## src/design/painter_depth_sort_unit_assert.svh

```systemverilog
// Assertion macros used by the depth sort datapath.
`ifndef PAINTER_DEPTH_SORT_UNIT_ASSERT_SVH
`define PAINTER_DEPTH_SORT_UNIT_ASSERT_SVH

// Same-cycle implication.
`define PDS_ASSERT_NOW(lbl, clk, rst, ante, cons, msg) \
  lbl: assert property (@(posedge clk) disable iff (rst) (ante) |-> (cons)) \
    else $error(msg);

// Next-cycle implication.
`define PDS_ASSERT_NEXT(lbl, clk, rst, ante, cons, msg) \
  lbl: assert property (@(posedge clk) disable iff (rst) (ante) |=> (cons)) \
    else $error(msg);

`endif

```

## src/design/pds_pkg.sv

```systemverilog
`default_nettype none

package pds_pkg;

  localparam int MAX_FACES = 64;
  localparam int IDX_W     = $clog2(MAX_FACES);
  localparam int CNT_W     = $clog2(MAX_FACES + 1);

  localparam int COORD_W = 16;
  localparam int ID_W    = 6;
  localparam int KEY_W   = 37;
  localparam int DIFF_W  = 19;
  localparam int MAG_W   = 18;
  localparam int SQ_W    = 2 * MAG_W;
  localparam int ENTRY_W = KEY_W + ID_W;

  localparam int N_COORDS    = 9;
  localparam int ID_OFS      = N_COORDS * COORD_W;
  localparam int IN_TDATA_W  = ((ID_OFS + ID_W + 7) / 8) * 8;
  localparam int OUT_TDATA_W = ((ENTRY_W + 7) / 8) * 8;

  localparam int CFG_IDX_W = 2;
  localparam logic [CFG_IDX_W-1:0] REG_CAM_X = 2'd0;
  localparam logic [CFG_IDX_W-1:0] REG_CAM_Y = 2'd1;
  localparam logic [CFG_IDX_W-1:0] REG_CAM_Z = 2'd2;

  localparam logic [1:0] AXIS_X = 2'd0;
  localparam logic [1:0] AXIS_Y = 2'd1;
  localparam logic [1:0] AXIS_Z = 2'd2;

  typedef enum logic [3:0] {
    DP_NOP,
    DP_LOAD,
    DP_DROP,
    DP_MUL,
    DP_ACC,
    DP_SCAN_INIT,
    DP_SCAN,
    DP_PUT_FIRST,
    DP_EMIT_RD,
    DP_EMIT_LD,
    DP_EMIT_NEXT
  } dp_op_t;

  typedef struct packed {
    dp_op_t     op;
    logic [1:0] axis;
  } dp_cmd_t;

  typedef struct packed {
    logic full;
    logic empty;
    logic last_face;
    logic less;
    logic ptr_zero;
    logic emit_last;
  } dp_stat_t;

endpackage

`default_nettype wire

```

## src/design/pds_ctrl.sv

```systemverilog
`default_nettype none

module pds_ctrl (
  input  wire logic              clk,
  input  wire logic              rst,
  input  wire logic              in_valid,
  input  wire logic              in_last,
  output logic                   in_ready,
  output logic                   out_valid,
  input  wire logic              out_ready,
  input  wire pds_pkg::dp_stat_t stat,
  output pds_pkg::dp_cmd_t       cmd
);
  import pds_pkg::*;

  typedef enum logic [3:0] {
    S_IDLE,
    S_KEY,
    S_SCAN_INIT,
    S_SCAN,
    S_PUT_FIRST,
    S_E_RD,
    S_E_LD,
    S_E_HOLD
  } state_t;

  state_t     state;
  state_t     state_next;
  logic [1:0] step;

  assign in_ready  = (state == S_IDLE);
  assign out_valid = (state == S_E_HOLD);

  always_comb begin
    cmd.op     = DP_NOP;
    cmd.axis   = step;
    state_next = state;
    case (state)
      S_IDLE: begin
        if (in_valid) begin
          if (stat.full) begin
            cmd.op     = DP_DROP;
            state_next = in_last ? S_E_RD : S_IDLE;
          end else begin
            cmd.op     = DP_LOAD;
            state_next = S_KEY;
          end
        end
      end
      S_KEY: begin
        if (step == AXIS_Z + 2'd1) begin
          cmd.op     = DP_ACC;
          state_next = stat.empty ? S_PUT_FIRST : S_SCAN_INIT;
        end else begin
          cmd.op = DP_MUL;
        end
      end
      S_SCAN_INIT: begin
        cmd.op     = DP_SCAN_INIT;
        state_next = S_SCAN;
      end
      S_SCAN: begin
        cmd.op = DP_SCAN;
        if (stat.less) begin
          state_next = stat.ptr_zero ? S_PUT_FIRST : S_SCAN;
        end else begin
          state_next = stat.last_face ? S_E_RD : S_IDLE;
        end
      end
      S_PUT_FIRST: begin
        cmd.op     = DP_PUT_FIRST;
        state_next = stat.last_face ? S_E_RD : S_IDLE;
      end
      S_E_RD: begin
        cmd.op     = DP_EMIT_RD;
        state_next = S_E_LD;
      end
      S_E_LD: begin
        cmd.op     = DP_EMIT_LD;
        state_next = S_E_HOLD;
      end
      S_E_HOLD: begin
        if (out_ready) begin
          cmd.op     = DP_EMIT_NEXT;
          state_next = stat.emit_last ? S_IDLE : S_E_RD;
        end
      end
      default: begin
        state_next = S_IDLE;
      end
    endcase
  end

  always_ff @(posedge clk) begin
    if (rst) begin
      state <= S_IDLE;
      step  <= AXIS_X;
    end else begin
      state <= state_next;
      if (state == S_KEY) begin
        step <= step + 2'd1;
      end else begin
        step <= AXIS_X;
      end
    end
  end

endmodule

`default_nettype wire

```

## src/design/pds_dp.sv

```systemverilog
`default_nettype none

`include "painter_depth_sort_unit_assert.svh"

module pds_dp (
  input  wire logic                             clk,
  input  wire logic                             rst,
  input  wire logic                             cfg_we,
  input  wire logic [pds_pkg::CFG_IDX_W-1:0]    cfg_index,
  input  wire logic [pds_pkg::COORD_W-1:0]      cfg_data,
  input  wire logic [pds_pkg::IN_TDATA_W-1:0]   in_data,
  input  wire logic                             in_last,
  input  wire pds_pkg::dp_cmd_t                 cmd,
  output pds_pkg::dp_stat_t                     stat,
  output logic [pds_pkg::ENTRY_W-1:0]           out_data,
  output logic                                  out_dropped,
  output logic                                  out_last
);
  import pds_pkg::*;

  function automatic logic [DIFF_W-1:0] sx(input logic [COORD_W-1:0] v);
    return {{(DIFF_W - COORD_W){v[COORD_W-1]}}, v};
  endfunction

  // |a + b + c - 3*cam|
  function automatic logic [MAG_W-1:0] axis_mag(input logic [COORD_W-1:0] a,
                                                input logic [COORD_W-1:0] b,
                                                input logic [COORD_W-1:0] c,
                                                input logic [COORD_W-1:0] cam);
    logic [DIFF_W-1:0] d;
    logic [DIFF_W-1:0] neg;
    logic [DIFF_W-1:0] cs;
    cs  = sx(cam);
    d   = sx(a) + sx(b) + sx(c) - cs - {cs[DIFF_W-2:0], 1'b0};
    neg = -d;
    return d[DIFF_W-1] ? neg[MAG_W-1:0] : d[MAG_W-1:0];
  endfunction

  logic [COORD_W-1:0] cam_x;
  logic [COORD_W-1:0] cam_y;
  logic [COORD_W-1:0] cam_z;

  logic [MAG_W-1:0] mag_x;
  logic [MAG_W-1:0] mag_y;
  logic [MAG_W-1:0] mag_z;
  logic [MAG_W-1:0] mag_sel;
  logic [SQ_W-1:0]  sq;
  logic [SQ_W-1:0]  prod;
  logic [KEY_W-1:0] acc;
  logic [ID_W-1:0]  id_new;
  logic             last_new;

  logic [CNT_W-1:0] count;
  logic [CNT_W-1:0] cnt_m1;
  logic [CNT_W-1:0] count_inc;
  logic             overflow;
  logic [IDX_W-1:0] ptr;
  logic [IDX_W-1:0] ecnt;

  logic [ENTRY_W-1:0] mem [MAX_FACES];
  logic [ENTRY_W-1:0] rd_q;
  logic               we;
  logic [IDX_W-1:0]   wa;
  logic [ENTRY_W-1:0] wd;
  logic               re;
  logic [IDX_W-1:0]   ra;
  logic [ENTRY_W-1:0] new_entry;
  logic               less;
  logic               run_end;
  logic               put_first;

  function automatic logic [COORD_W-1:0] crd(input logic [IN_TDATA_W-1:0] v,
                                             input int i);
    return v[i*COORD_W +: COORD_W];
  endfunction

  assign cnt_m1    = count - CNT_W'(1);
  assign count_inc = count + CNT_W'(1);
  assign new_entry = {acc, id_new};
  assign less      = (rd_q[ENTRY_W-1:ID_W] < acc);
  assign run_end   = (cmd.op == DP_EMIT_NEXT) && out_last;
  assign put_first = (cmd.op == DP_PUT_FIRST);

  always_comb begin
    case (cmd.axis)
      AXIS_X:  mag_sel = mag_x;
      AXIS_Y:  mag_sel = mag_y;
      default: mag_sel = mag_z;
    endcase
  end

  assign sq = SQ_W'(mag_sel) * SQ_W'(mag_sel);

  always_comb begin
    we = 1'b0;
    wa = '0;
    wd = new_entry;
    re = 1'b0;
    ra = '0;
    case (cmd.op)
      DP_SCAN_INIT: begin
        re = 1'b1;
        ra = cnt_m1[IDX_W-1:0];
      end
      DP_SCAN: begin
        we = 1'b1;
        wa = ptr + IDX_W'(1);
        if (less) begin
          wd = rd_q;
          re = 1'b1;
          ra = ptr - IDX_W'(1);
        end
      end
      DP_PUT_FIRST: begin
        we = 1'b1;
      end
      DP_EMIT_RD: begin
        re = 1'b1;
        ra = ecnt;
      end
      default: begin
      end
    endcase
  end

  always_ff @(posedge clk) begin
    if (we) begin
      mem[wa] <= wd;
    end
    if (re) begin
      rd_q <= mem[ra];
    end
  end

  always_ff @(posedge clk) begin
    if (rst) begin
      cam_x <= '0;
      cam_y <= '0;
      cam_z <= '0;
    end else if (cfg_we) begin
      case (cfg_index)
        REG_CAM_X: cam_x <= cfg_data;
        REG_CAM_Y: cam_y <= cfg_data;
        REG_CAM_Z: cam_z <= cfg_data;
        default: begin
        end
      endcase
    end
  end

  always_ff @(posedge clk) begin
    if (rst) begin
      count    <= '0;
      overflow <= 1'b0;
      ecnt     <= '0;
    end else begin
      case (cmd.op)
        DP_DROP: begin
          overflow <= 1'b1;
        end
        DP_SCAN: begin
          if (!less) begin
            count <= count + CNT_W'(1);
          end
        end
        DP_PUT_FIRST: begin
          count <= count + CNT_W'(1);
        end
        DP_EMIT_NEXT: begin
          if (out_last) begin
            count    <= '0;
            overflow <= 1'b0;
            ecnt     <= '0;
          end else begin
            ecnt <= ecnt + IDX_W'(1);
          end
        end
        default: begin
        end
      endcase
    end
  end

  always_ff @(posedge clk) begin
    case (cmd.op)
      DP_LOAD: begin
        mag_x    <= axis_mag(crd(in_data, 0), crd(in_data, 3), crd(in_data, 6), cam_x);
        mag_y    <= axis_mag(crd(in_data, 1), crd(in_data, 4), crd(in_data, 7), cam_y);
        mag_z    <= axis_mag(crd(in_data, 2), crd(in_data, 5), crd(in_data, 8), cam_z);
        id_new   <= in_data[ID_OFS +: ID_W];
        last_new <= in_last;
        acc      <= '0;
        prod     <= '0;
      end
      DP_MUL: begin
        prod <= sq;
        acc  <= acc + KEY_W'(prod);
      end
      DP_ACC: begin
        acc <= acc + KEY_W'(prod);
      end
      DP_SCAN_INIT: begin
        ptr <= cnt_m1[IDX_W-1:0];
      end
      DP_SCAN: begin
        if (less) begin
          ptr <= ptr - IDX_W'(1);
        end
      end
      DP_EMIT_LD: begin
        out_data    <= rd_q;
        out_dropped <= overflow;
        out_last    <= (CNT_W'(ecnt) == cnt_m1);
      end
      default: begin
      end
    endcase
  end

  assign stat.full      = (count == CNT_W'(MAX_FACES));
  assign stat.empty     = (count == '0);
  assign stat.last_face = last_new;
  assign stat.less      = less;
  assign stat.ptr_zero  = (ptr == '0);
  assign stat.emit_last = out_last;

  `PDS_ASSERT_NOW(a_count_range, clk, rst, 1'b1, count <= CNT_W'(MAX_FACES), "count past capacity")
  `PDS_ASSERT_NEXT(a_run_clear, clk, rst, run_end, count == '0 && !overflow, "stale run state")
  `PDS_ASSERT_NEXT(a_put_count, clk, rst, put_first, count == $past(count_inc), "no count bump")

endmodule

`default_nettype wire

```

## src/design/painter_depth_sort_unit.sv

```systemverilog
// Painter's-order depth sort. Each input beat carries one face (three signed
// Q8.8 vertices and an id); its key is nine times the squared camera-to-centroid
// distance, built axis by axis on one shared 18x18 multiplier, and the face
// is then inserted into a 64-entry store (one read and one write port) kept
// sorted farthest first (stable). Insertion walks the store one entry per cycle
// behind the registered read; a face arriving with the store full is dropped
// and flagged on tuser of every result of that run. On a face with tlast the
// stored faces stream out one at a time, each held until m_tready, the final
// one with m_tlast. Input is taken only while no face is being inserted or
// emitted. The store needs no clearing after reset.
`default_nettype none

module painter_depth_sort_unit (
  input  wire logic                             clk,
  input  wire logic                             rst,
  input  wire logic                             cfg_we,
  input  wire logic [pds_pkg::CFG_IDX_W-1:0]    cfg_index,
  input  wire logic [pds_pkg::COORD_W-1:0]      cfg_data,
  input  wire logic                             s_tvalid,
  output logic                                  s_tready,
  // v0_x, v0_y, v0_z, v1_x, v1_y, v1_z, v2_x, v2_y, v2_z, face_id
  input  wire logic [pds_pkg::IN_TDATA_W-1:0]   s_tdata,
  input  wire logic                             s_tlast,
  output logic                                  m_tvalid,
  input  wire logic                             m_tready,
  // sorted_id, depth_key
  output logic [pds_pkg::OUT_TDATA_W-1:0]       m_tdata,
  // dropped
  output logic                                  m_tuser,
  output logic                                  m_tlast
);
  import pds_pkg::*;

  dp_cmd_t            cmd;
  dp_stat_t           stat;
  logic [ENTRY_W-1:0] out_data;

  pds_ctrl u_ctrl (
    .clk       (clk),
    .rst       (rst),
    .in_valid  (s_tvalid),
    .in_last   (s_tlast),
    .in_ready  (s_tready),
    .out_valid (m_tvalid),
    .out_ready (m_tready),
    .stat      (stat),
    .cmd       (cmd)
  );

  pds_dp u_dp (
    .clk         (clk),
    .rst         (rst),
    .cfg_we      (cfg_we),
    .cfg_index   (cfg_index),
    .cfg_data    (cfg_data),
    .in_data     (s_tdata),
    .in_last     (s_tlast),
    .cmd         (cmd),
    .stat        (stat),
    .out_data    (out_data),
    .out_dropped (m_tuser),
    .out_last    (m_tlast)
  );

  assign m_tdata = {{(OUT_TDATA_W - ENTRY_W){1'b0}}, out_data};

endmodule

`default_nettype wire
```

## config.mk

```make
export PLATFORM = sky130hd
export DESIGN_NAME = painter_depth_sort_unit
export DESIGN_NICKNAME = d
export VERILOG_FILES = /design/src/design/pds_pkg.sv /design/src/design/pds_ctrl.sv /design/src/design/pds_dp.sv /design/src/design/painter_depth_sort_unit.sv
export VERILOG_INCLUDE_DIRS = /design/src /design/src/design
export SDC_FILE = /design/constraint.sdc
export NUM_CORES = 2
export LEC_CHECK = 0
export BUFFER_PORTS_ARGS = -buffer_cell sky130_fd_sc_hd__buf_2
export CORE_UTILIZATION = 45
export DETAILED_ROUTE_END_ITERATION = 7
export PLACE_DENSITY = 0.61
export SLEW_MARGIN = 20
export SYNTH_ARGS = -nofsm -noshare
export SYNTH_HDL_FRONTEND = slang
export SYNTH_SLANG_ARGS = --single-unit
```

## constraint.sdc

```tcl
create_clock -name clk -period 15 [get_ports clk]
set_input_delay 0.75 -clock clk [delete_from_list [all_inputs] [get_ports clk]]
set_output_delay 0.75 -clock clk [all_outputs]
set_load 0.1 [all_outputs]
```

After elaboration in Yosys (flattened, before gate mapping)
Memories as Yosys holds them, arrays and structs flattened. A register that Yosys moved wholly into a read port is not among the register bits.
Index checks and enable logic that the tools add are counted.
{ "op_classes": {"n_reduce_logical": 21, "n_bitwise": 1, "n_mul": 1, "order_cmp": 1, "n_mux": 40, "n_addsub": 22, "n_eq_ne": 29} }
{ "op_table": {"columns": ["op", "count"], "rows": [
  ["19-bit subtractor", 6],
  ["43-bit 2-to-1 mux", 2],
  ["37-bit one-hot mux with 2 select lines", 1],
  ["36-bit one-hot mux with 2 select lines", 1],
  ["4-bit one-hot mux with 8 select lines", 2],
  ["19-bit adder", 3],
  ["18-bit 2-to-1 mux", 3],
  ["18-bit negation", 3],
  ["16-bit by 16-bit adder with 17-bit output", 3],
  ["37-bit by 36-bit adder with 37-bit output", 1],
  ["37-bit less-than comparator", 1],
  ["18-bit by 18-bit multiplier with 36-bit output", 1],
  ["18-bit one-hot mux with 2 select lines", 1],
  ["4-bit by 3-bit == test with 1-bit output, second input constant", 8],
  ["4-bit 2-to-1 mux", 7],
  ["6-bit 2-to-1 mux", 4],
  ["7-bit one-hot mux with 3 select lines", 1],
  ["3-bit 2-to-1 mux", 6],
  ["6-bit one-hot mux with 3 select lines", 1],
  ["4-bit by 2-bit == test with 1-bit output, second input constant", 4],
  ["7-bit 2-to-1 mux", 2],
  ["6-bit by 1-bit adder with 6-bit output, second input constant", 2],
  ["4-bit == test, second input constant", 3],
  ["6-bit one-hot mux with 2 select lines", 1],
  ["other kinds (24)", 48]
]} }
{ "word_totals": {"regBits": 253, "mem_bits_rw": 2752, "out_inout_bits": 52, "in_bits": 176, "word_cells": 135, "n_memories": 1} }
{ "mem_list": {"columns": ["memory", "words", "width", "read_ports", "rd_ports_with_merged_regs", "write_ports", "line_no", "text"], "rows": [
  ["u_dp.mem", 64, 43, 1, 1, 1, "pds_dp.sv:60", "logic [ENTRY_W-1:0] mem [MAX_FACES];"]
]} }

Depth between registers and ports, before layout
{ "logic_depth": {"word_depth": 9, "depth_mapped": 33, "mapped_depth_nobuf": 31} }

Hierarchy
A second synthesis with hierarchy kept.
{ "hier_totals": {"hier_cells": 10066, "area_unflattened_um2": 136823.7} }
{ "modules_own_cells": {"columns": ["module", "n_inst", "cells_each", "area_each_um2", "seq_area_each_um2"], "rows": [
  ["pds_dp", 1, 10006, 136340.8, 90697.0],
  ["pds_ctrl", 1, 54, 441.7, 100.1],
  ["painter_depth_sort_unit", 1, 6, 41.3, 0.0]
]} }

Worst setup path after synthesis
OpenSTA, ideal clock, no wires.
{ "synth_path": {"path_type": "reg-to-reg", "from": "register u_ctrl.step[0]", "to": "register u_dp.prod[32], data pin", "required_ps": 14734, "arrival_time_ps": 6990, "path_stages_with_launch": 32, "setup_slack_ps": 7744, "n_path_buf": 3, "period_less_slack_ps": 7256, "setup_ps": 266, "cell_sequence": "dfxtp_1 -> inv_1 -> ha_1 -> buf_1 -> nor2_1 -> clkbuf_1 -> a21oi_1 -> inv_1 -> clkbuf_1 -> nand2_1 -> fa_1 -> inv_1 -> fa_1 -> inv_1 -> fa_1 -> fa_1 -> inv_1 -> fa_1 -> inv_1 -> fa_1 -> inv_1 -> ha_1 -> a21o_1 -> a21oi_1 -> o22a_1 -> a31oi_1 -> a211o_1 -> nand2_1 -> o21ai_0 -> a21oi_1 -> xnor2_1 -> nor2_1"} }
{ "synth_between": {"elab_chain_len": 5, "word_cells_on_any_way": 10, "classes_between": "mul: 1; eq/ne: 4; mux: 4; reduce/logical: 1"} }
{ "synth_rtl": {"columns": ["item", "line_no", "text"], "rows": [
  ["start: declaration", "pds_ctrl.sv:29", "logic [1:0] step;"],
  ["start signal: assignment", "pds_ctrl.sv:101", "step <= step + 2'd1;"],
  ["parallel branches: the longest is 4 deep, another holds 18-bit by 18-bit multiplier with 36-bit output", null, null],
  ["36-bit one-hot mux with 2 select lines (*)", "pds_dp.sv:185", "case (cmd.op)"],
  ["end signal: assignment", "pds_dp.sv:196", "prod <= sq;"],
  ["end: declaration", "pds_dp.sv:48", "logic [SQ_W-1:0] prod;"]
]} }
Every way passes the cells marked *.
A chain may end at the register's enable or synchronous reset.

Worst setup path after layout
{ "layout_path": {"from": "register u_ctrl.step[0]", "to": "register u_dp.prod[34], data pin"} }
Same word-level chain as after synthesis.

==> impl_metrics.env <==
export IMPL_mostFrequentLayoutCells="2,979 x edfxtp_1, 1,568 x nand2_1, 649 x inv_1"
export IMPL_synth_ff_type="edfxtp_1"
export IMPL_ant_nets=0
export IMPL_slew_headroom_pct=14.6
export IMPL_routedWlPerCell_um=29.2
export IMPL_ios=228
export IMPL_routed_wl_um=410000
export IMPL_tightest_slew_ps=1280
export IMPL_area_delta_synth_final_pct=12.8
export IMPL_start_util_pct=45.2
export IMPL_ys_seq_elements=3046
export IMPL_htree_levels=5
export IMPL_yosys_area_top_type="edfxtp_1"
export IMPL_syn_avg_cell_area_um2=14.4
export IMPL_ys_types=88
export IMPL_antenna_found_initial=31
export IMPL_gp_congestion=0.865
export IMPL_die_h_um=551
export IMPL_clk_latency_ps=960
export IMPL_vias=84000
export IMPL_final_net_count=10600
export IMPL_grt_pass1_vias=80900
export IMPL_numPortBuffers=220
export IMPL_hold_viol=0
export IMPL_grt_first_pass_wirelength_um=575000
export IMPL_ys_seq_area_share_pct=66.9
export IMPL_dp_hpwl_um=246000
export IMPL_setup_tns_ps=0
export IMPL_cpMaxStageDelayCell="a21oi_1"
export IMPL_grt_usage_pct=26.6
export IMPL_crit_arrival_ps=9220
export IMPL_die_w_um=551
export IMPL_start_kind="flip-flop"
export IMPL_cts_tree="built"
export IMPL_worst_setup_path_end_kind="flip-flop"
export IMPL_outcome="completed"
export IMPL_hold_path_class="primary input to flip-flop"
export IMPL_crit_type="flip-flop to flip-flop"
export IMPL_worst_clock_skew_ps=82.3
export IMPL_fp_coreArea_mm2=0.300
export IMPL_cp_max_fo=23
export IMPL_final_common_cell="edfxtp_1"
export IMPL_synth_cells=9450
export IMPL_slew_viol_final=0
export IMPL_drv_cap=0
export IMPL_placementRows=201
export IMPL_ys_warn_count=0
export IMPL_first_iter_violations=10700
export IMPL_die_area_mm2=0.304
export IMPL_final_cell_count_no_fill=14000
export IMPL_cts_resized=0
export IMPL_syn_cell_area_mm2=0.136
export IMPL_postCtsSetupRepairBufs=0
export IMPL_rsz0062_at_grt="no"
export IMPL_utilization_pct=51.0
export IMPL_synth_enable_flop_cells=2979
export IMPL_cp_slowest_stage_delay_ps=620
export IMPL_path_clk_slew_ps=60
export IMPL_vias_per_cell=5.99
export IMPL_grt_max_degree=126
export IMPL_finalSetupViolations=0
export IMPL_layout_min_cycle_time_ps=8550
export IMPL_grt_overflow_total=0
export IMPL_dp_cells=13400
export IMPL_drive_gt1_share_pct=13.0
export IMPL_first_pass_iters=8
export IMPL_cts_root_buf="clkbuf_16"
export IMPL_cp_required_ps=15670
export IMPL_synth_top_cell_area_share_pct=65.9
export IMPL_fmax_mhz=117
export IMPL_clock_sinks=3046
export IMPL_clock_path_buffers=4
export IMPL_synth_area_leaders="edfxtp_1 66%, fa_1 4.7%, mux4_2 4.4%"
export IMPL_post_route_period_util_pct=57.0
export IMPL_cts_made_buffers=318
export IMPL_drc=0
export IMPL_postSynth_asyncResetShare_pct=0
## registers in the layout, indices dropped and copies added, names as in the netlist, 18 cells and up
name           count
u_dp.rd_q         43
u_dp.mag_y        18
u_dp.out_data     43
u_dp.mem        2752
u_dp.mag_x        18
u_dp.prod         35
u_dp.acc          37
u_dp.mag_z        18
## worst max-delay path: cells and delay by family (launching register included)
kind | cells | cell delay [ps]
compound gates | 8 | 2310
xor+xnor | 1 | 150
fa+ha+maj | 8 | 3920
buf+inv | 7 | 1060
flops | 1 | 380
simple gates | 3 | 440
## stage by stage
stage          setup WS, ps  area (µm²)  hold slack, ps
4_1_cts                6460      153000            3.94
6_report               6450      153000            49.4
3_5_place_dp           6470      143000             429
3_3_place_gp           6520      143000             427
5_1_grt                5920      153000            22.9
2_1_floorplan          7740      136000             409
## metal layers
metal | track usage, % | up-vias | share of wire (%)
met4 | 10.2 | 26 | 4.3
met5 | 0 | - | 0.097
met1 | 36.7 | 43000 | 40
met2 | 41.5 | 4374 | 46
met3 | 5.48 | 881 | 10
li1 | - | 35700 | -
## final cells by class
cell class,instances,area [µm²]
Antenna cell,13,32.5
Clock buffer,384,8270
Clock inverter,189,1880
Fill cell,24800,147000
Inverter,653,2450
Multi-Input combinational cell,5326,41700
Sequential cell,3046,90800
Tap cell,3958,4950
Timing Repair Buffer,447,3010
## cells by family after synthesis
group | Yosys count | share of synthesized area, %
flip-flops | 3046 | 66.9
adder cells (fa/ha/maj) | 619 | 7.47
XOR/XNOR | 221 | 1.44
AO/OA/AOI/OAI | 1188 | 5.83
buffers and inverters | 1082 | 3.24
multiplexers | 518 | 6.28
other | 1 | 0.00276
AND/OR/NAND/NOR | 2775 | 8.83
## cell usage after synthesis, types with 50 or more instances
cell      instances
buf_2           130
inv_1           650
a21oi_1         316
ha_1            300
nor3_1           63
a21o_1           73
xor2_1           85
xnor2_1         135
o21ai_0         130
nand3_1         495
a31oi_1         160
nand4_1          94
a22oi_1          81
edfxtp_1       2979
clkbuf_1        219
dfxtp_1          67
mux2i_1         243
fa_1            319
a32oi_1          89
nand2_1        1570
nor2_1          341
mux4_2          266
o22ai_1          50
## worst paths after layout
check             slack (ps)            from  cells after the start          endpoint
hold reg to reg          450   u_dp.overflow                      0  u_dp.out_dropped
setup / recovery        6450  u_ctrl.step[0]                     27     u_dp.prod[34]
setup reg to reg        6450  u_ctrl.step[0]                     27     u_dp.prod[34]
hold / removal            50    s_tdata[144]                      1    u_dp.id_new[0]
## timing repair
action                                  4_1_cts  5_1_grt
hold buffers                                  5        0
endpoints found under the hold margin         5        0
endpoints found under the setup margin        0        0
Power is not shown: default switching activity piles up to over one toggle a cycle in this logic, so the estimate is an artifact.
